**config.mk**
```make
export PLATFORM = sky130hd
export DESIGN_NAME = pawl_disengage_sequencer_flat
export DESIGN_NICKNAME = d
export VERILOG_FILES = /design/src/rtl/pds_pkg.sv /design/src/rtl/pds_if.sv /design/src/rtl/pds_queue.sv /design/src/rtl/pds_front.sv /design/src/rtl/pds_back.sv /design/src/rtl/pawl_disengage_sequencer.sv /design/src/flat_wrapper.sv
export VERILOG_INCLUDE_DIRS = /design/src /design/src/rtl
export SDC_FILE = /design/constraint.sdc
export NUM_CORES = 1
export LEC_CHECK = 0
export BUFFER_PORTS_ARGS = -buffer_cell sky130_fd_sc_hd__buf_2
export CORE_MARGIN = 3
export CORE_UTILIZATION = 45
export CTS_BUF_LIST = sky130_fd_sc_hd__clkbuf_8
export DETAILED_ROUTE_END_ITERATION = 10
export PLACE_DENSITY = 0.64
export SYNTH_ARGS = -nofsm -noshare
export SYNTH_HDL_FRONTEND = slang
export SYNTH_SLANG_ARGS = --single-unit
```
**constraint.sdc**
```tcl
create_clock -name i_clk -period 11.7 [get_ports i_clk]
set_input_delay 3.51 -clock i_clk [delete_from_list [all_inputs] [get_ports i_clk]]
set_output_delay 3.51 -clock i_clk [all_outputs]
set_load 0.1 [all_outputs]
```
**src/rtl/pawl_disengage_sequencer_macros.svh**
```systemverilog
// Assertion macros for the pawl disengage sequencer.
`ifndef PAWL_DISENGAGE_SEQUENCER_MACROS_SVH
`define PAWL_DISENGAGE_SEQUENCER_MACROS_SVH
`ifndef SYNTHESIS
`define PDS_CHECK(name, clk, rst_n, ante, cons) \
    name: assert property (@(posedge clk) disable iff (!rst_n) (ante) |-> (cons)) \
        else $error("pds check failed");
`define PDS_CHECK_NEXT(name, clk, rst_n, ante, cons) \
    name: assert property (@(posedge clk) disable iff (!rst_n) (ante) |=> (cons)) \
        else $error("pds next-cycle check failed");
`else
`define PDS_CHECK(name, clk, rst_n, ante, cons)
`define PDS_CHECK_NEXT(name, clk, rst_n, ante, cons)
`endif
`endif

```
**src/rtl/pds_pkg.sv**
```systemverilog
// Shared types, constants and command builders for the pawl disengage sequencer.
package pds_pkg;

    localparam int MaxResults   = 6;
    localparam int QueueDepthDefault = 2;
    localparam int CfgIdxW      = 3;
    localparam int CfgDataW     = 16;
    localparam int CntW         = $clog2(MaxResults + 1);

    // configuration register indexes
    localparam logic [CfgIdxW-1:0] CFG_RIGHT_LIMIT = 3'd0;
    localparam logic [CfgIdxW-1:0] CFG_LEFT_LIMIT  = 3'd1;
    localparam logic [CfgIdxW-1:0] CFG_CAM_UPPER   = 3'd2;
    localparam logic [CfgIdxW-1:0] CFG_CAM_LOWER   = 3'd3;
    localparam logic [CfgIdxW-1:0] CFG_CAM_MIDDLE  = 3'd4;
    localparam logic [CfgIdxW-1:0] CFG_MAX_TRIES   = 3'd5;

    localparam logic [15:0]        RST_RIGHT_LIMIT = 16'd512;
    localparam logic [15:0]        RST_LEFT_LIMIT  = 16'd512;
    localparam logic signed [15:0] RST_CAM_UPPER   = 16'sd100;
    localparam logic signed [15:0] RST_CAM_LOWER   = -16'sd100;
    localparam logic signed [15:0] RST_CAM_MIDDLE  = 16'sd0;
    localparam logic [7:0]         RST_MAX_TRIES   = 8'd10;

    // input opcodes and modes
    localparam logic OP_START = 1'b0;
    localparam logic OP_POLL  = 1'b1;
    localparam logic [1:0] MODE_LEFT  = 2'd0;
    localparam logic [1:0] MODE_RIGHT = 2'd1;
    localparam logic [1:0] MODE_REST  = 2'd2;
    localparam logic [1:0] MODE_NONE  = 2'd3;

    typedef enum logic [1:0] {
        CMD_START = 2'd0,
        CMD_STOP  = 2'd1,
        CMD_STEP  = 2'd2,
        CMD_DONE  = 2'd3
    } t_cmd_code;

    typedef enum logic [1:0] {
        ST_OK         = 2'd0,
        ST_FIRST_READ = 2'd1,
        ST_MOTOR      = 2'd2,
        ST_READ       = 2'd3
    } t_status;

    localparam logic [1:0] SPD_MEDIUM = 2'd0;
    localparam logic [1:0] SPD_SLOW   = 2'd1;

    localparam logic [9:0] RT_LONG    = 10'd1000;
    localparam logic [9:0] RT_RESTART = 10'd100;
    localparam logic [9:0] RT_BACKOFF = 10'd75;
    localparam logic [2:0] STEP_COUNT = 3'd5;

    typedef struct packed {
        logic              opcode;
        logic [1:0]        mode;
        logic              read_ok;
        logic [15:0]       left_reading;
        logic signed [15:0] cam_reading;
        logic [15:0]       right_reading;
        logic              motor_running;
    } t_in_item;

    typedef struct packed {
        t_cmd_code   command;
        logic        gear_direction;
        logic [1:0]  speed_code;
        logic [9:0]  run_time;
        logic        main_direction;
        logic [2:0]  main_steps;
        t_status     status;
    } t_cmd;

    typedef struct packed {
        t_cmd_code   command;
        logic        gear_direction;
        logic [1:0]  speed_code;
        logic [9:0]  run_time;
        logic        main_direction;
        logic [2:0]  main_steps;
        t_status     status;
        logic        last;
    } t_out_item;

    typedef struct packed {
        logic [CntW-1:0]             cnt;
        t_cmd [MaxResults-1:0]       slots;
    } t_burst;

    function automatic t_cmd mk_start(logic dir, logic [1:0] spd, logic [9:0] rt);
        t_cmd c;
        c = '0;
        c.command        = CMD_START;
        c.gear_direction = dir;
        c.speed_code     = spd;
        c.run_time       = rt;
        return c;
    endfunction

    function automatic t_cmd mk_stop();
        t_cmd c;
        c = '0;
        c.command = CMD_STOP;
        return c;
    endfunction

    function automatic t_cmd mk_step(logic mdir);
        t_cmd c;
        c = '0;
        c.command        = CMD_STEP;
        c.main_direction = mdir;
        c.main_steps     = STEP_COUNT;
        return c;
    endfunction

    function automatic t_cmd mk_done(t_status st);
        t_cmd c;
        c = '0;
        c.command = CMD_DONE;
        c.status  = st;
        return c;
    endfunction

endpackage

```
**src/rtl/pds_if.sv**
```systemverilog
// Valid/ready channel interfaces for sensor items and motor commands.
interface pds_in_if;
    logic              valid;
    logic              ready;
    pds_pkg::t_in_item data;
    modport source (output valid, output data, input ready);
    modport sink   (input valid, input data, output ready);
endinterface

interface pds_out_if;
    logic               valid;
    logic               ready;
    pds_pkg::t_out_item data;
    modport source (output valid, output data, input ready);
    modport sink   (input valid, input data, output ready);
endinterface

```
**src/rtl/pds_queue.sv**
```systemverilog
// Small register FIFO between the classifying front and the command back end.
`include "pawl_disengage_sequencer_macros.svh"
module pds_queue #(
    parameter int WIDTH = 8,
    parameter int DEPTH = 2
) (
    input  logic             i_clk,
    input  logic             i_rst_n,
    input  logic             i_push,
    input  logic [WIDTH-1:0] i_wdata,
    output logic             o_full,
    output logic             o_valid,
    output logic [WIDTH-1:0] o_rdata,
    input  logic             i_pop
);
    localparam int AW = (DEPTH > 1) ? $clog2(DEPTH) : 1;
    localparam int CW = $clog2(DEPTH + 1);
    localparam logic [AW-1:0] LastPtr = AW'(DEPTH - 1);
    localparam logic [CW-1:0] FullCnt = CW'(DEPTH);

    logic [WIDTH-1:0] r_mem [DEPTH];
    logic [AW-1:0]    r_wr, r_rd;
    logic [CW-1:0]    r_count;

    assign o_full  = (r_count == FullCnt);
    assign o_valid = (r_count != '0);
    assign o_rdata = r_mem[r_rd];

    always_ff @(posedge i_clk) begin
        if (i_push) begin
            r_mem[r_wr] <= i_wdata;
        end
    end

    always_ff @(posedge i_clk) begin
        if (!i_rst_n) begin
            r_wr    <= '0;
            r_rd    <= '0;
            r_count <= '0;
        end else begin
            if (i_push) begin
                r_wr <= (r_wr == LastPtr) ? '0 : r_wr + 1'b1;
            end
            if (i_pop) begin
                r_rd <= (r_rd == LastPtr) ? '0 : r_rd + 1'b1;
            end
            if (i_push && !i_pop) begin
                r_count <= r_count + 1'b1;
            end else if (i_pop && !i_push) begin
                r_count <= r_count - 1'b1;
            end
        end
    end

    `PDS_CHECK(a_no_push_full, i_clk, i_rst_n, i_push, !o_full)
    `PDS_CHECK(a_no_pop_empty, i_clk, i_rst_n, i_pop, o_valid)
endmodule

```
**src/rtl/pds_front.sv**
```systemverilog
// Front end: config registers, sequence state and per-item command bursts.
module pds_front (
    input  logic                           i_clk,
    input  logic                           i_rst_n,
    input  logic                           i_cfg_we,
    input  logic [pds_pkg::CfgIdxW-1:0]    i_cfg_idx,
    input  logic [pds_pkg::CfgDataW-1:0]   i_cfg_wdata,
    pds_in_if.sink                         i_in_ch,
    input  logic                           i_q_full,
    output logic                           o_push,
    output pds_pkg::t_burst                o_burst
);
    typedef enum logic [1:0] {
        PH_IDLE = 2'd0,
        PH_PAWL = 2'd1,
        PH_CAM  = 2'd2
    } t_phase;

    logic [15:0]        r_right_limit, r_left_limit;
    logic signed [15:0] r_cam_upper, r_cam_lower, r_cam_middle;
    logic [7:0]         r_max_tries;

    t_phase             r_phase, n_phase;
    logic               r_right, n_right;
    logic [7:0]         r_motor, n_motor;
    logic [7:0]         r_read, n_read;
    logic               r_dir, n_dir;
    logic [1:0]         r_speed, n_speed;
    logic signed [15:0] r_last, n_last;

    pds_pkg::t_in_item             it;
    logic                          fire;
    logic                          failed;
    logic                          pick_left;
    logic [15:0]                   pawl_val, pawl_lim;
    logic                          in_window;
    logic [pds_pkg::CntW-1:0]      cnt;
    pds_pkg::t_cmd [pds_pkg::MaxResults-1:0] slots;

    assign it            = i_in_ch.data;
    assign i_in_ch.ready = !i_q_full;
    assign fire          = i_in_ch.valid && !i_q_full;
    assign in_window     = (it.cam_reading <= r_cam_upper) && (it.cam_reading >= r_cam_lower);

    always_comb begin
        n_phase  = r_phase;
        n_right  = r_right;
        n_motor  = r_motor;
        n_read   = r_read;
        n_dir    = r_dir;
        n_speed  = r_speed;
        n_last   = r_last;
        cnt      = '0;
        slots    = '0;
        failed   = 1'b0;
        pick_left = (it.opcode == pds_pkg::OP_START) ? (it.mode == pds_pkg::MODE_LEFT) : !r_right;
        pawl_val = pick_left ? it.left_reading : it.right_reading;
        pawl_lim = pick_left ? r_left_limit : r_right_limit;

        if (it.opcode == pds_pkg::OP_START) begin
            n_phase = PH_IDLE;
            n_motor = '0;
            n_read  = '0;
            n_speed = '0;
            if (it.mode == pds_pkg::MODE_NONE) begin
                slots[cnt] = pds_pkg::mk_done(pds_pkg::ST_OK);
                cnt = cnt + 1'b1;
            end else if (!it.read_ok) begin
                slots[cnt] = pds_pkg::mk_done(pds_pkg::ST_FIRST_READ);
                cnt = cnt + 1'b1;
            end else if (it.mode == pds_pkg::MODE_REST) begin
                n_last = it.cam_reading;
                if (in_window) begin
                    slots[cnt] = pds_pkg::mk_done(pds_pkg::ST_OK);
                    cnt = cnt + 1'b1;
                end else begin
                    n_dir = !(it.cam_reading > r_cam_middle);
                    slots[cnt] = pds_pkg::mk_start(n_dir, pds_pkg::SPD_SLOW, pds_pkg::RT_LONG);
                    cnt = cnt + 1'b1;
                    n_phase = PH_CAM;
                end
            end else begin
                n_right = (it.mode == pds_pkg::MODE_RIGHT);
                if (pawl_val <= pawl_lim) begin
                    slots[cnt] = pds_pkg::mk_done(pds_pkg::ST_OK);
                    cnt = cnt + 1'b1;
                end else begin
                    n_dir = (it.mode == pds_pkg::MODE_RIGHT);
                    slots[cnt] = pds_pkg::mk_start(n_dir, pds_pkg::SPD_MEDIUM,
                                                   pds_pkg::RT_LONG);
                    cnt = cnt + 1'b1;
                    n_phase = PH_PAWL;
                end
            end
        end else if (r_phase == PH_PAWL) begin
            if (r_read == '0 && !it.motor_running) begin
                if (r_motor >= r_max_tries) begin
                    slots[cnt] = pds_pkg::mk_done(pds_pkg::ST_MOTOR);
                    cnt = cnt + 1'b1;
                    n_phase = PH_IDLE;
                    failed = 1'b1;
                end else begin
                    n_motor = r_motor + 1'b1;
                    slots[cnt] = pds_pkg::mk_step(pick_left);
                    cnt = cnt + 1'b1;
                    slots[cnt] = pds_pkg::mk_start(r_dir, pds_pkg::SPD_MEDIUM,
                                                   pds_pkg::RT_RESTART);
                    cnt = cnt + 1'b1;
                end
            end
            if (!failed) begin
                if (r_read >= r_max_tries) begin
                    slots[cnt] = pds_pkg::mk_done(pds_pkg::ST_READ);
                    cnt = cnt + 1'b1;
                    n_phase = PH_IDLE;
                end else begin
                    n_read = r_read + 1'b1;
                    if (it.read_ok) begin
                        n_read = '0;
                        if (pawl_val <= pawl_lim) begin
                            slots[cnt] = pds_pkg::mk_stop();
                            cnt = cnt + 1'b1;
                            slots[cnt] = pds_pkg::mk_done(pds_pkg::ST_OK);
                            cnt = cnt + 1'b1;
                            n_phase = PH_IDLE;
                        end
                    end
                end
            end
        end else if (r_phase == PH_CAM) begin
            if (r_read == '0) begin
                if (!it.motor_running) begin
                    if (r_motor >= r_max_tries) begin
                        slots[cnt] = pds_pkg::mk_done(pds_pkg::ST_MOTOR);
                        cnt = cnt + 1'b1;
                        n_phase = PH_IDLE;
                        failed = 1'b1;
                    end else begin
                        n_motor = r_motor + 1'b1;
                        slots[cnt] = pds_pkg::mk_start(r_dir, pds_pkg::SPD_SLOW,
                                                       pds_pkg::RT_LONG);
                        cnt = cnt + 1'b1;
                    end
                end
                if (!failed && ((r_last > r_cam_middle && r_dir) ||
                                (r_last < r_cam_middle && !r_dir))) begin
                    slots[cnt] = pds_pkg::mk_stop();
                    cnt = cnt + 1'b1;
                    n_dir = !r_dir;
                    n_speed = (r_speed == 2'd2) ? 2'd0 : r_speed + 2'd1;
                    slots[cnt] = pds_pkg::mk_start(n_dir, n_speed + 2'd1, pds_pkg::RT_LONG);
                    cnt = cnt + 1'b1;
                end
            end
            if (!failed) begin
                if (r_read >= r_max_tries) begin
                    slots[cnt] = pds_pkg::mk_done(pds_pkg::ST_READ);
                    cnt = cnt + 1'b1;
                    n_phase = PH_IDLE;
                end else begin
                    n_read = r_read + 1'b1;
                    if (it.read_ok) begin
                        n_read = '0;
                        n_last = it.cam_reading;
                        if (in_window) begin
                            slots[cnt] = pds_pkg::mk_stop();
                            cnt = cnt + 1'b1;
                            n_dir = !n_dir;
                            slots[cnt] = pds_pkg::mk_start(n_dir, pds_pkg::SPD_SLOW,
                                                           pds_pkg::RT_BACKOFF);
                            cnt = cnt + 1'b1;
                            slots[cnt] = pds_pkg::mk_done(pds_pkg::ST_OK);
                            cnt = cnt + 1'b1;
                            n_phase = PH_IDLE;
                        end
                    end
                end
            end
        end
    end

    assign o_push        = fire && (cnt != '0);
    assign o_burst.cnt   = cnt;
    assign o_burst.slots = slots;

    always_ff @(posedge i_clk) begin
        if (!i_rst_n) begin
            r_right_limit <= pds_pkg::RST_RIGHT_LIMIT;
            r_left_limit  <= pds_pkg::RST_LEFT_LIMIT;
            r_cam_upper   <= pds_pkg::RST_CAM_UPPER;
            r_cam_lower   <= pds_pkg::RST_CAM_LOWER;
            r_cam_middle  <= pds_pkg::RST_CAM_MIDDLE;
            r_max_tries   <= pds_pkg::RST_MAX_TRIES;
            r_phase       <= PH_IDLE;
            r_right       <= 1'b0;
            r_motor       <= '0;
            r_read        <= '0;
            r_dir         <= 1'b0;
            r_speed       <= '0;
            r_last        <= '0;
        end else begin
            if (i_cfg_we) begin
                case (i_cfg_idx)
                    pds_pkg::CFG_RIGHT_LIMIT: r_right_limit <= i_cfg_wdata;
                    pds_pkg::CFG_LEFT_LIMIT:  r_left_limit  <= i_cfg_wdata;
                    pds_pkg::CFG_CAM_UPPER:   r_cam_upper   <= i_cfg_wdata;
                    pds_pkg::CFG_CAM_LOWER:   r_cam_lower   <= i_cfg_wdata;
                    pds_pkg::CFG_CAM_MIDDLE:  r_cam_middle  <= i_cfg_wdata;
                    pds_pkg::CFG_MAX_TRIES:   r_max_tries   <= i_cfg_wdata[7:0];
                    default: ;
                endcase
            end
            if (fire) begin
                r_phase <= n_phase;
                r_right <= n_right;
                r_motor <= n_motor;
                r_read  <= n_read;
                r_dir   <= n_dir;
                r_speed <= n_speed;
                r_last  <= n_last;
            end
        end
    end
endmodule

```
**src/rtl/pds_back.sv**
```systemverilog
// Back end: plays out each queued command burst one command per transfer, flagging the last.
`include "pawl_disengage_sequencer_macros.svh"
module pds_back (
    input  logic            i_clk,
    input  logic            i_rst_n,
    input  logic            i_q_valid,
    input  pds_pkg::t_burst i_q_data,
    output logic            o_q_pop,
    pds_out_if.source       o_out_ch
);
    localparam int IdxW = $clog2(pds_pkg::MaxResults);
    localparam int CntW = pds_pkg::CntW;

    pds_pkg::t_burst r_burst;
    logic            r_busy;
    logic [IdxW-1:0] r_idx;

    pds_pkg::t_cmd   cur;
    logic            is_last;
    logic            out_fire;

    assign cur      = r_burst.slots[r_idx];
    assign is_last  = (CntW'(r_idx) == r_burst.cnt - 1'b1);
    assign out_fire = o_out_ch.valid && o_out_ch.ready;
    assign o_q_pop  = i_q_valid && (!r_busy || (out_fire && is_last));

    assign o_out_ch.valid               = r_busy;
    assign o_out_ch.data.command        = cur.command;
    assign o_out_ch.data.gear_direction = cur.gear_direction;
    assign o_out_ch.data.speed_code     = cur.speed_code;
    assign o_out_ch.data.run_time       = cur.run_time;
    assign o_out_ch.data.main_direction = cur.main_direction;
    assign o_out_ch.data.main_steps     = cur.main_steps;
    assign o_out_ch.data.status         = cur.status;
    assign o_out_ch.data.last           = is_last;

    always_ff @(posedge i_clk) begin
        if (o_q_pop) begin
            r_burst <= i_q_data;
        end
    end

    always_ff @(posedge i_clk) begin
        if (!i_rst_n) begin
            r_busy <= 1'b0;
            r_idx  <= '0;
        end else if (o_q_pop) begin
            r_busy <= 1'b1;
            r_idx  <= '0;
        end else if (out_fire) begin
            if (is_last) begin
                r_busy <= 1'b0;
            end else begin
                r_idx <= r_idx + 1'b1;
            end
        end
    end

    `PDS_CHECK(a_idx_in_burst, i_clk, i_rst_n, r_busy, CntW'(r_idx) < r_burst.cnt)
    `PDS_CHECK_NEXT(a_drain_idle, i_clk, i_rst_n, out_fire && is_last && !i_q_valid, !r_busy)
endmodule

```
**src/rtl/pawl_disengage_sequencer.sv**
```systemverilog
// Pawl disengage sequencer: sensor items in, gear/main motor commands out.
//
// i_in_ch carries start and poll items; o_out_ch carries commands, one per
// transfer, with last set on the final command an item causes. Items that
// cause no command (a poll while idle) are taken and vanish.
// The front decides an item's whole command burst in the cycle it is taken
// and pushes it into a burst queue (QueueDepth entries); the back end plays
// a burst out one command per cycle while o_out_ch.ready is high.
// The first command of a burst becomes valid once the burst has been written
// into the queue and then loaded into the back end's burst register.
// Throughput: one item per cycle into the queue while it is not full; the
// back end's single output port plays a queued item's commands (1 to 6) out
// one at a time. i_in_ch.ready drops only while the queue is full.
// When o_out_ch.ready is low the current command holds and the queue fills.
// Reset (i_rst_n low at a clock edge) loads register defaults, empties the
// queue and returns the sequence to idle. Config writes via i_cfg_we,
// i_cfg_idx, i_cfg_wdata take effect at the next edge.
module pawl_disengage_sequencer #(
    parameter int QueueDepth = pds_pkg::QueueDepthDefault
) (
    input  logic                         i_clk,
    input  logic                         i_rst_n,
    input  logic                         i_cfg_we,
    input  logic [pds_pkg::CfgIdxW-1:0]  i_cfg_idx,
    input  logic [pds_pkg::CfgDataW-1:0] i_cfg_wdata,
    pds_in_if.sink                       i_in_ch,
    pds_out_if.source                    o_out_ch
);
    localparam int BurstW = $bits(pds_pkg::t_burst);

    logic            q_push, q_full, q_valid, q_pop;
    pds_pkg::t_burst push_burst, head_burst;
    logic [BurstW-1:0] head_bits;

    pds_front u_front (
        .i_clk       (i_clk),
        .i_rst_n     (i_rst_n),
        .i_cfg_we    (i_cfg_we),
        .i_cfg_idx   (i_cfg_idx),
        .i_cfg_wdata (i_cfg_wdata),
        .i_in_ch     (i_in_ch),
        .i_q_full    (q_full),
        .o_push      (q_push),
        .o_burst     (push_burst)
    );

    pds_queue #(
        .WIDTH (BurstW),
        .DEPTH (QueueDepth)
    ) u_queue (
        .i_clk   (i_clk),
        .i_rst_n (i_rst_n),
        .i_push  (q_push),
        .i_wdata (push_burst),
        .o_full  (q_full),
        .o_valid (q_valid),
        .o_rdata (head_bits),
        .i_pop   (q_pop)
    );

    assign head_burst = head_bits;

    pds_back u_back (
        .i_clk     (i_clk),
        .i_rst_n   (i_rst_n),
        .i_q_valid (q_valid),
        .i_q_data  (head_burst),
        .o_q_pop   (q_pop),
        .o_out_ch  (o_out_ch)
    );
endmodule

```
**src/flat_wrapper.sv**
```systemverilog
// flat-port wrapper written by rule: the top's interface ports become plain ports
module pawl_disengage_sequencer_flat 
#(
    parameter int QueueDepth = pds_pkg::QueueDepthDefault
)
  (i_clk, i_rst_n, i_cfg_we, i_cfg_idx, i_cfg_wdata, i_in_ch_valid, i_in_ch_data, i_in_ch_ready, o_out_ch_valid, o_out_ch_data, o_out_ch_ready);
  pds_in_if i_in_ch_i ();
  pds_out_if o_out_ch_i ();
  input  logic i_clk;
  input  logic i_rst_n;
  input  logic i_cfg_we;
  input  logic [pds_pkg::CfgIdxW-1:0] i_cfg_idx;
  input  logic [pds_pkg::CfgDataW-1:0] i_cfg_wdata;
  input wire logic [$bits(i_in_ch_i.valid)-1:0] i_in_ch_valid;
  input wire logic [$bits(i_in_ch_i.data)-1:0] i_in_ch_data;
  output wire logic [$bits(i_in_ch_i.ready)-1:0] i_in_ch_ready;
  output wire logic [$bits(o_out_ch_i.valid)-1:0] o_out_ch_valid;
  output wire logic [$bits(o_out_ch_i.data)-1:0] o_out_ch_data;
  input wire logic [$bits(o_out_ch_i.ready)-1:0] o_out_ch_ready;
  assign i_in_ch_i.valid = i_in_ch_valid;
  assign i_in_ch_i.data = i_in_ch_data;
  assign i_in_ch_ready = i_in_ch_i.ready;
  assign o_out_ch_valid = o_out_ch_i.valid;
  assign o_out_ch_data = o_out_ch_i.data;
  assign o_out_ch_i.ready = o_out_ch_ready;
  pawl_disengage_sequencer #(.QueueDepth(QueueDepth)) u_core (.i_clk(i_clk), .i_rst_n(i_rst_n), .i_cfg_we(i_cfg_we), .i_cfg_idx(i_cfg_idx), .i_cfg_wdata(i_cfg_wdata), .i_in_ch(i_in_ch_i), .o_out_ch(o_out_ch_i));
endmodule
```
==> metrics, run 1 <==
status finished, final reports clean; flop-to-flop setup slack between 6 and 7 ns; Pwr per Cell Area roughly 180 mW/mm²; largest family of logic cells by synthesized area simple AND/OR/NAND/NOR gates; area leader, netlist edfxtp_1; design area 0.0158 mm²; initial antenna violation count 3; filler cell count in the final layout about 2800; Setup-failing EPs final 0; Initial Util 45.8%; Global Route met1 Usage 26.3%; post-synth top area share between 20 and 30%; Slowest-stage cell, CP a21oi_4; CTS tree yes; sequential fraction of the synthesis area between 40% and 50%; hold depth 2; Placed Cells about 1800; clk_lat worst skew between 0.5 and 0.6 ns; DR pass1 iterations 5; CP Class in -> reg; Mapped Avg Cell Area 9.95 µm²; final total negative setup slack 0 ns; Die Footprint between 0.03 and 0.04 mm²; hold slack approximately 0.45 ns; Max-cap violations 0; XOR/XNOR share of the synthesized area approximately 1.5%; I/O pin cnt approximately 100; vias in the first global route about 10000; port bufs 98; total wire length around 34000 µm; met2 usage 34.7%; DIE WIDTH between 150 and 200 µm; row count 64; CP required between 10 and 15 ns; crit path buf inv count 1; dpl cell area around 0.015 mm²; Cell Area, Synth roughly 0.014 mm²; Residual DRC 0; DIE HEIGHT around 180 µm; FF-to-FF Start u_core.u_front.r_right; Gate Count Post-Synth between 1000 and 1500; r2r endpoint u_core.u_queue.r_count[1]; WHS Endpoint u_core.u_front.r_cam_middle[13]; Clock transition at path regs about 0.060 ns; DRT iter0 DRCs roughly 740; Final Hold Fails 0; mux contribution to synthesized area 9.12%; busiest grt layer met2; CP top delay family compound AO/OA/AOI/OAI gates; H-tree depth 2; total grt overflow 0; final slew viol count 0; Fmax approximately 120 MHz; post-synthesis compound-gate area fraction between 10% and 20%; final worst slack 3.19 ns; largest net degree at the start of global routing 97; crit path max fanout 32; clk_skew around 0.046 ns; vias per cell 5.52; M3 GR Usage 3.69%; Hold Crit Class reg -> reg; Synth area leaders edfxtp_1 (29%), dfxtp_1 (19%), ha_1 (9.5%); Synth Flop Type edfxtp_1; GPL Wtd Cong 0.937; Detailed Place HPWL 24500 µm; CP endpoint kind flop; Post-Synth Simple-Gate Area between 10% and 20%; Least-Margin Pin Slew 1.19 ns; crit start category input pin; Yosys reg bits between 200 and 300; post-cts resize count 0; Setup WS pre-CTS roughly 2.7 ns; minimum clock period 8.51 ns; Setup Fix Bufs, Post-CTS 0; worst-path cell chain buf_2 -> nor2_1 -> a21oi_4 -> mux2_2 -> ha_1 -> nand4_1 -> nor4_1 -> nor3_1 -> o31a_1 -> nor3_1 -> mux2_2 -> a311oi_2 -> o211a_1 -> nor2_1 -> ha_1 -> or3_1 -> a21oi_1; peak supply drop about 0.00013 V; global-route usage over all layers about a fifth; first-pass GRT wire length between 50000 and 60000 µm; Final nets between 1500 and 2000; Rel. slew slack about a fifth; Final period util between 70% and 80%; Max stage delay on crit path 0.90 ns; Unique masters post-synth 70; Routed Antenna Nets 0; Yosys warning count 0; synthesized-area fraction occupied by adder cells around a tenth; Max Root-Sink Buffers 3; via count of the routed design around 11000; area growth from synthesis to layout 12.1%; RSZ-0062 raised after global routing no; Worst Min Path Start u_core.u_front.r_cam_middle[13]; core area just over 0.03 mm²; Worst EP arrival between 8 and 9 ns; Post-Layout Cell Count between 1500 and 2000; DR WL/cell between 15 and 20 µm; CTS root buf clkbuf_8; hold_buf cts 0; Post-synth EDFFs around 140; Pleak about 6.2 nW; share of cells above drive strength 1 between 10% and 20%; R2R cell count 15; CTS Buf Count 45; Sinks on Clock Net around 270; Post-synth ARST share 0%
## worst register-to-register path: cells and delay by family, from the launching register on
kind | cells | cell delay [ns]
adder cells (fa/ha/maj) | 2 | 0.65
AO/OA/AOI/OAI | 5 | 1.90
flip-flops | 1 | 0.36
AND/OR/NAND/NOR | 6 | 1.50
multiplexers | 2 | 0.84
## through the flow
step / total power, mW / utilization [%]
finish: 2.85 / 51.4
global route: 2.99 / 51.4
CTS: 2.88 / 51.4
detailed placement: 2.02 / 48.3
global placement: 2.00 / 48.3
floorplan: 1.85 / -
## layout by cell type, fill, tap and decap left out, types with 24 or more instances in the layout
cell	instances
dfxtp_1	133
nand4_1	24
edfxtp_1	135
mux2i_1	38
o21ai_0	37
nand2_1	217
buf_2	98
nand3_1	29
ha_1	107
inv_1	93
clkbuf_8	51
nor2_1	99
mux2_2	70
a21oi_1	133
## cell usage after synthesis (12+ instances only)
cell        n
ha_1      107
dfxtp_1   134
a21o_1     12
mux2_2     70
nor2_1     99
mux2i_1    38
a21oi_1   134
a31oi_1    12
clkbuf_1   49
xor2_1     12
nor2b_1    15
nand3_1    29
edfxtp_1  135
nand2_1   217
inv_1      82
o211ai_1   23
nand4_1    24
o21ai_0    37
nor3_1     22
xnor2_1    12
## worst max-delay path by stage
| stage | startpoint | to | slack, ns | cells past startpoint |
|---|---|---|---|---|
| after floorplan | i_in_ch_data[52] | u_core.u_queue.r_mem[1][0] | 1.16 | 14 |
| final | i_in_ch_data[52] | u_core.u_queue.r_count[1] | 3.19 | 17 |
| after CTS | i_in_ch_data[52] | u_core.u_queue.r_count[1] | 3.31 | 17 |
| after global routing | i_in_ch_data[52] | u_core.u_queue.r_count[1] | 2.86 | 17 |
| after detailed placement | i_in_ch_data[52] | u_core.u_queue.r_count[1] | 2.71 | 17 |
| after global placement | i_in_ch_data[52] | u_core.u_queue.r_count[1] | 2.92 | 17 |
## state kept, by name, indices dropped and copies added (netlist names)
signal / cells
u_core.u_queue.r_mem: 90
u_core.u_back.r_burst: 45
u_core.u_front.r_cam_lower: 16
u_core.u_front.r_cam_middle: 16
u_core.u_front.r_cam_upper: 16
u_core.u_front.r_last: 16
u_core.u_front.r_left_limit: 16
u_core.u_front.r_right_limit: 16
u_core.u_front.r_max_tries: 8
u_core.u_front.r_motor: 8
u_core.u_front.r_read: 8
u_core.u_back.r_idx: 3
u_core.u_front.r_phase: 2
u_core.u_front.r_speed: 2
u_core.u_queue.r_count: 2
u_core.u_back.o_out_ch.valid: 1
u_core.u_front.r_dir: 1
u_core.u_front.r_right: 1
u_core.u_queue.r_rd: 1
u_core.u_queue.r_wr: 1
## layout make-up
type | instances | area (µm²) | share of cell area [%]
well taps | 396 | 495 | 3.14
repair buffers | 106 | 551 | 3.49
diodes | 1 | 2.50 | 0.0159
clock buffers | 51 | 702 | 4.45
multi-input cells | 994 | 6730 | 42.7
clock inverters | 31 | 233 | 1.48
flip-flops and latches | 269 | 6740 | 42.8
inverters | 83 | 312 | 1.98
## kinds of logic after synthesis
family,after synthesis
buffers and inverters,150
AOI/OAI and AO/OA,283
other,1
and+or+nand+nor,465
muxes,113
xor gates and xnor gates,24
DFF,269
adders and majority gates,107
## power by group
group | switching [mW] | internal [mW] | total (mW)
combinational | 0.589 | 0.233 | 0.822
clock | 0.382 | 0.470 | 0.852
sequential | 0.0393 | 1.14 | 1.18
total | 1.01 | 1.84 | 2.85
## layer usage
metal	part of all wire, %	wire length [µm]
met2	48	16500
met3	5.5	1880
met1	44	15100
met4	2.2	737
met5	0.079	27
Power figures use the tool's default switching activity.
==> run 2, diff against run 1 <==
--- a/config.mk
+++ b/config.mk
@@ -6,12 +6,13 @@
 export SDC_FILE = /design/constraint.sdc
 export NUM_CORES = 1
 export LEC_CHECK = 0
+export ABC_AREA = 1
 export BUFFER_PORTS_ARGS = -buffer_cell sky130_fd_sc_hd__buf_2
 export CORE_MARGIN = 3
 export CORE_UTILIZATION = 45
 export CTS_BUF_LIST = sky130_fd_sc_hd__clkbuf_8
 export DETAILED_ROUTE_END_ITERATION = 10
-export PLACE_DENSITY = 0.64
+export PLACE_DENSITY = 0.67
 export SYNTH_ARGS = -nofsm -noshare
 export SYNTH_HDL_FRONTEND = slang
 export SYNTH_SLANG_ARGS = --single-unit
==> constraint.sdc (replaced) <==
create_clock -name i_clk -period 7.75 [get_ports i_clk]
set_input_delay 2.325 -clock i_clk [delete_from_list [all_inputs] [get_ports i_clk]]
set_output_delay 2.325 -clock i_clk [all_outputs]
set_load 0.1 [all_outputs]
==> run 2 against run 1 <==
  * Largest power group unchanged
  * Combinational power up 100%
  * Global-route usage rose by 1.1 points
  * Sequential share of layout area down 0.77 points
  * Wire length up 6.8%
  * Flip-flop and latch count did not move
  * Power up 68%
  * Clock skew is 0.0012 ns lower
  * Core utilization rose by 0.39 points
  * Count of clock-buffer cells in the layout shrank 2
  * Synthesized cell count grew 20%
  * Worst setup slack worse by 1.5 ns
  * Non-clock buffer count rose by 5
==> metrics, run 2 <==
global-route usage over all layers 21.3% (was 20.2%); synth cell count leaders nand2_1 (394), inv_1 (189), nor2_1 (151), a21oi_1 (149), o21ai_0 (144) (was nand2_1 (217), edfxtp_1 (135), a21oi_1 (134), dfxtp_1 (134), ha_1 (107)); CP Depth 26 (was 17); Synth Flop Type edfxtp_1 (unchanged); Yosys warning count 0 (unchanged); Residual DRC 0 (unchanged); total wire length 36600 µm (was 34200 µm); hold_buf cts 0 (unchanged); CTS root buf clkbuf_8 (unchanged); final slew viol count 0 (unchanged); Routed Antenna Nets 0 (unchanged); XOR/XNOR share of the synthesized area 0.540% (was 1.50%); Flop pwr share 39.2% (was 41.4%); DR pass1 iterations 8 (was 5); Setup Fix Bufs, Post-CTS 0 (unchanged); Die Footprint 0.0341 mm² (was 0.0334 mm²); Pint 2.81 mW (was 1.84 mW); mux contribution to synthesized area 1.12% (was 9.12%); Clock transition at path regs 0.06 ns (about the same); Worst Min Path Start u_core.u_front.r_last[10] (was u_core.u_front.r_cam_middle[13]); I/O pin cnt 101 (unchanged); max reg flops 90 (unchanged); row count 64 (unchanged); Pwr per Cell Area 298 mW/mm² (was 181 mW/mm²); NetSw 1.98 mW (was 1.01 mW); most used cell, CP nand2_1; crit path buf inv count 6 (was 1); Initial Util 46.3% (was 45.8%); Slowest-stage cell, CP inv_1 (was a21oi_4); post-cts resize count 0 (unchanged); total grt overflow 0 (unchanged); Hold Crit Class reg -> reg (unchanged); biggest regs u_core.u_queue.r_mem: 90 flops, u_core.u_back.r_burst: 45 flops (unchanged); vias in the first global route 11006 (was 10443); Placed Cells 2147 (was 1848); CP top delay family simple AND/OR/NAND/NOR gates (was compound AO/OA/AOI/OAI gates); Detailed Place HPWL 27000 µm (was 24500 µm); via count of the routed design 11705 (was 10657); area leader, netlist edfxtp_1 (unchanged); hold slack 0.450 ns (was 0.452 ns); GPL Wtd Cong 0.942 (was 0.937); Final Util 51.8% (was 51.4%); Pwr Total 4.79 mW (was 2.85 mW); Final period util approximately four fifths; synthesized-area fraction occupied by adder cells 9.32% (was 9.53%); Yosys reg bits 269 (unchanged); clk_skew 0.0444 ns (was 0.0456 ns); core area 0.0310 mm² (was 0.0307 mm²); Clk pwr share 25.9% (was 29.8%); minimum clock period 6.09 ns; DIE HEIGHT 185 µm (was 183 µm); CP required 7.97 ns (was 12.17 ns); final total negative setup slack 0 ns (unchanged); most common cell after layout, fill and taps aside nand2_1 (unchanged); Worst EP arrival 6.31 ns (was 8.98 ns); first-pass GRT wire length 57800 µm (was 54900 µm); Mapped Avg Cell Area 8.44 µm² (was 9.95 µm²); clk_lat worst skew 0.58 ns (was 0.57 ns); largest net degree at the start of global routing 59 (was 97); CP Class in -> reg (unchanged); design area 0.0160 mm² (was 0.0158 mm²); Post-Synth Simple-Gate Area 20.6% (was 15.1%); Post-synth ARST share 0% (unchanged); Gate Count Post-Synth 1701 (was 1412); CTS Buf Count 45 (unchanged); DR WL/cell 16.4 µm (was 17.7 µm); hold depth 2 (unchanged); status finished, final reports clean (unchanged); WHS Endpoint u_core.u_front.r_last[10] (was u_core.u_front.r_cam_middle[13]); Setup-failing EPs final 0 (unchanged); dpl cell area 0.0152 mm² (was 0.0148 mm²); Final nets 1982 (was 1683); Post-Layout Cell Count 2228 (was 1931); initial antenna violation count 1 (was 3); R2R cell count 22 (was 15); r2r endpoint u_core.u_queue.r_mem[0][121] (was u_core.u_queue.r_count[1]); Pleak 7.29 nW (was 6.21 nW); Final Hold Fails 0 (unchanged); DRT iter0 DRCs 927 (was 744); largest family of logic cells by synthesized area simple AND/OR/NAND/NOR gates (unchanged); share of cells above drive strength 1 12.6% (was 17.7%); crit start category input pin (unchanged); final worst slack 1.66 ns (was 3.19 ns); Max Root-Sink Buffers 3 (unchanged); vias per cell 5.25 (was 5.52); Max stage delay on crit path 0.49 ns (was 0.90 ns); DIE WIDTH 185 µm (was 183 µm); most frequent cells in the layout nand2_1 (394), inv_1 (208), nor2_1 (150), a21oi_1 (149), o21ai_0 (144) (was nand2_1 (217), edfxtp_1 (135), a21oi_1 (133), dfxtp_1 (133), ha_1 (107)); post-synthesis compound-gate area fraction 14.1% (was 12.4%); Unique masters post-synth 62 (was 70); Max-cap violations 0 (unchanged); Least-Margin Pin Slew 1.07 ns (was 1.19 ns); CP endpoint kind flop (unchanged); Reg with most FFs u_core.u_queue.r_mem (unchanged); Sinks on Clock Net 269 (unchanged); H-tree depth 2 (unchanged); peak supply drop 0.000352 V (was 0.000130 V); flop-to-flop setup slack 3.33 ns (was 6.42 ns); part of the power in combinational logic 34.9% (was 28.8%); Rel. slew slack 28.4% (was 20.7%); area growth from synthesis to layout 11.8% (was 12.1%); RSZ-0062 raised after global routing no (unchanged); CTS tree yes (unchanged); Setup WS pre-CTS 1.10 ns (was 2.71 ns); sequential fraction of the synthesis area 46.9% (was 47.9%); FF-to-FF Start u_core.u_front.r_cam_middle[15] (was u_core.u_front.r_right); count leader, synth nand2_1 (unchanged); port bufs 98 (unchanged); Synth area leaders edfxtp_1 (28%), dfxtp_1 (19%), nand2_1 (10%) (was edfxtp_1 (29%), dfxtp_1 (19%), ha_1 (9.5%)); post-synth top area share 28.2% (was 28.8%); crit path max fanout 36 (was 32); Cell Area, Synth 0.0144 mm² (was 0.0141 mm²); Fmax roughly 160 MHz; Switching Share 41.4% (was 35.4%); Post-synth EDFFs 135 (unchanged)
-- run 2: changes by cell type after synthesis, sizes merged, moves of 10 or more --
cell / before / now
a21oi: 134 / 153
nand3: 29 / 46
a21o: 12 / 2
nor2: 99 / 162
mux2: 70 / 0
nand2: 217 / 405
nor2b: 15 / 0
o21ai: 40 / 160
nand4: 26 / 12
o211ai: 23 / 10
mux2i: 38 / 16
inv: 82 / 199
-- run 2: cells by family after synthesis --
logic type      count (synthesis)
compound gates                363
xor+xnor                        8
mux                            16
flops                         269
other cells                     1
buf+inv                       264
fa+ha+maj                     107
simple gates                  673
-- run 2: layout make-up --
class,count,area (µm²)
inverter,202,763
fill,2904,14900
sequential,269,6740
clock inverter,31,206
multi-input combinational,1169,6580
tap,396,495
clock buffer,49,674
timing repair buffer,111,588
antenna,1,2.50
-- run 2: tightest hold or removal path: cells and delay by family (launching register included) --
kind	cells	cell delay [ns]
DFF	1	0.31
buffers and inverters	1	0.05
AOI/OAI and AO/OA	1	0.05
-- run 2: how the worst max path moves through the flow --
stage	slack, ns	end	start
after floorplan	0.56	u_core.u_queue.r_mem[0][0]	i_in_ch_data[52]
after global placement	1.23	u_core.u_queue.r_mem[0][100]	i_in_ch_data[52]
after detailed placement	1.10	u_core.u_queue.r_mem[0][1]	i_in_ch_data[52]
after CTS	1.70	u_core.u_queue.r_mem[0][22]	i_in_ch_data[52]
after global routing	1.11	u_core.u_queue.r_mem[0][22]	i_in_ch_data[52]
final	1.66	u_core.u_queue.r_mem[0][121]	i_in_ch_data[52]
-- run 2: power groups by stage --
stage / combinational (mW) / sequential, mW / clock (mW)
2_1_floorplan: 1.30 / 1.90 / 0
3_3_place_gp: 1.65 / 1.90 / 0
3_5_place_dp: 1.67 / 1.91 / 0
4_1_cts: 1.67 / 1.88 / 1.27
5_1_grt: 1.83 / 1.90 / 1.33
6_report: 1.67 / 1.88 / 1.24
-- run 2: layer usage --
metal	GRT usage, %	part of all wire (%)	vias up
met5	0	0	-
met4	7.17	3.0	0
met3	2.74	6.5	72
met2	33.9	44	359
met1	30.2	46	5374
li1	-	-	5900
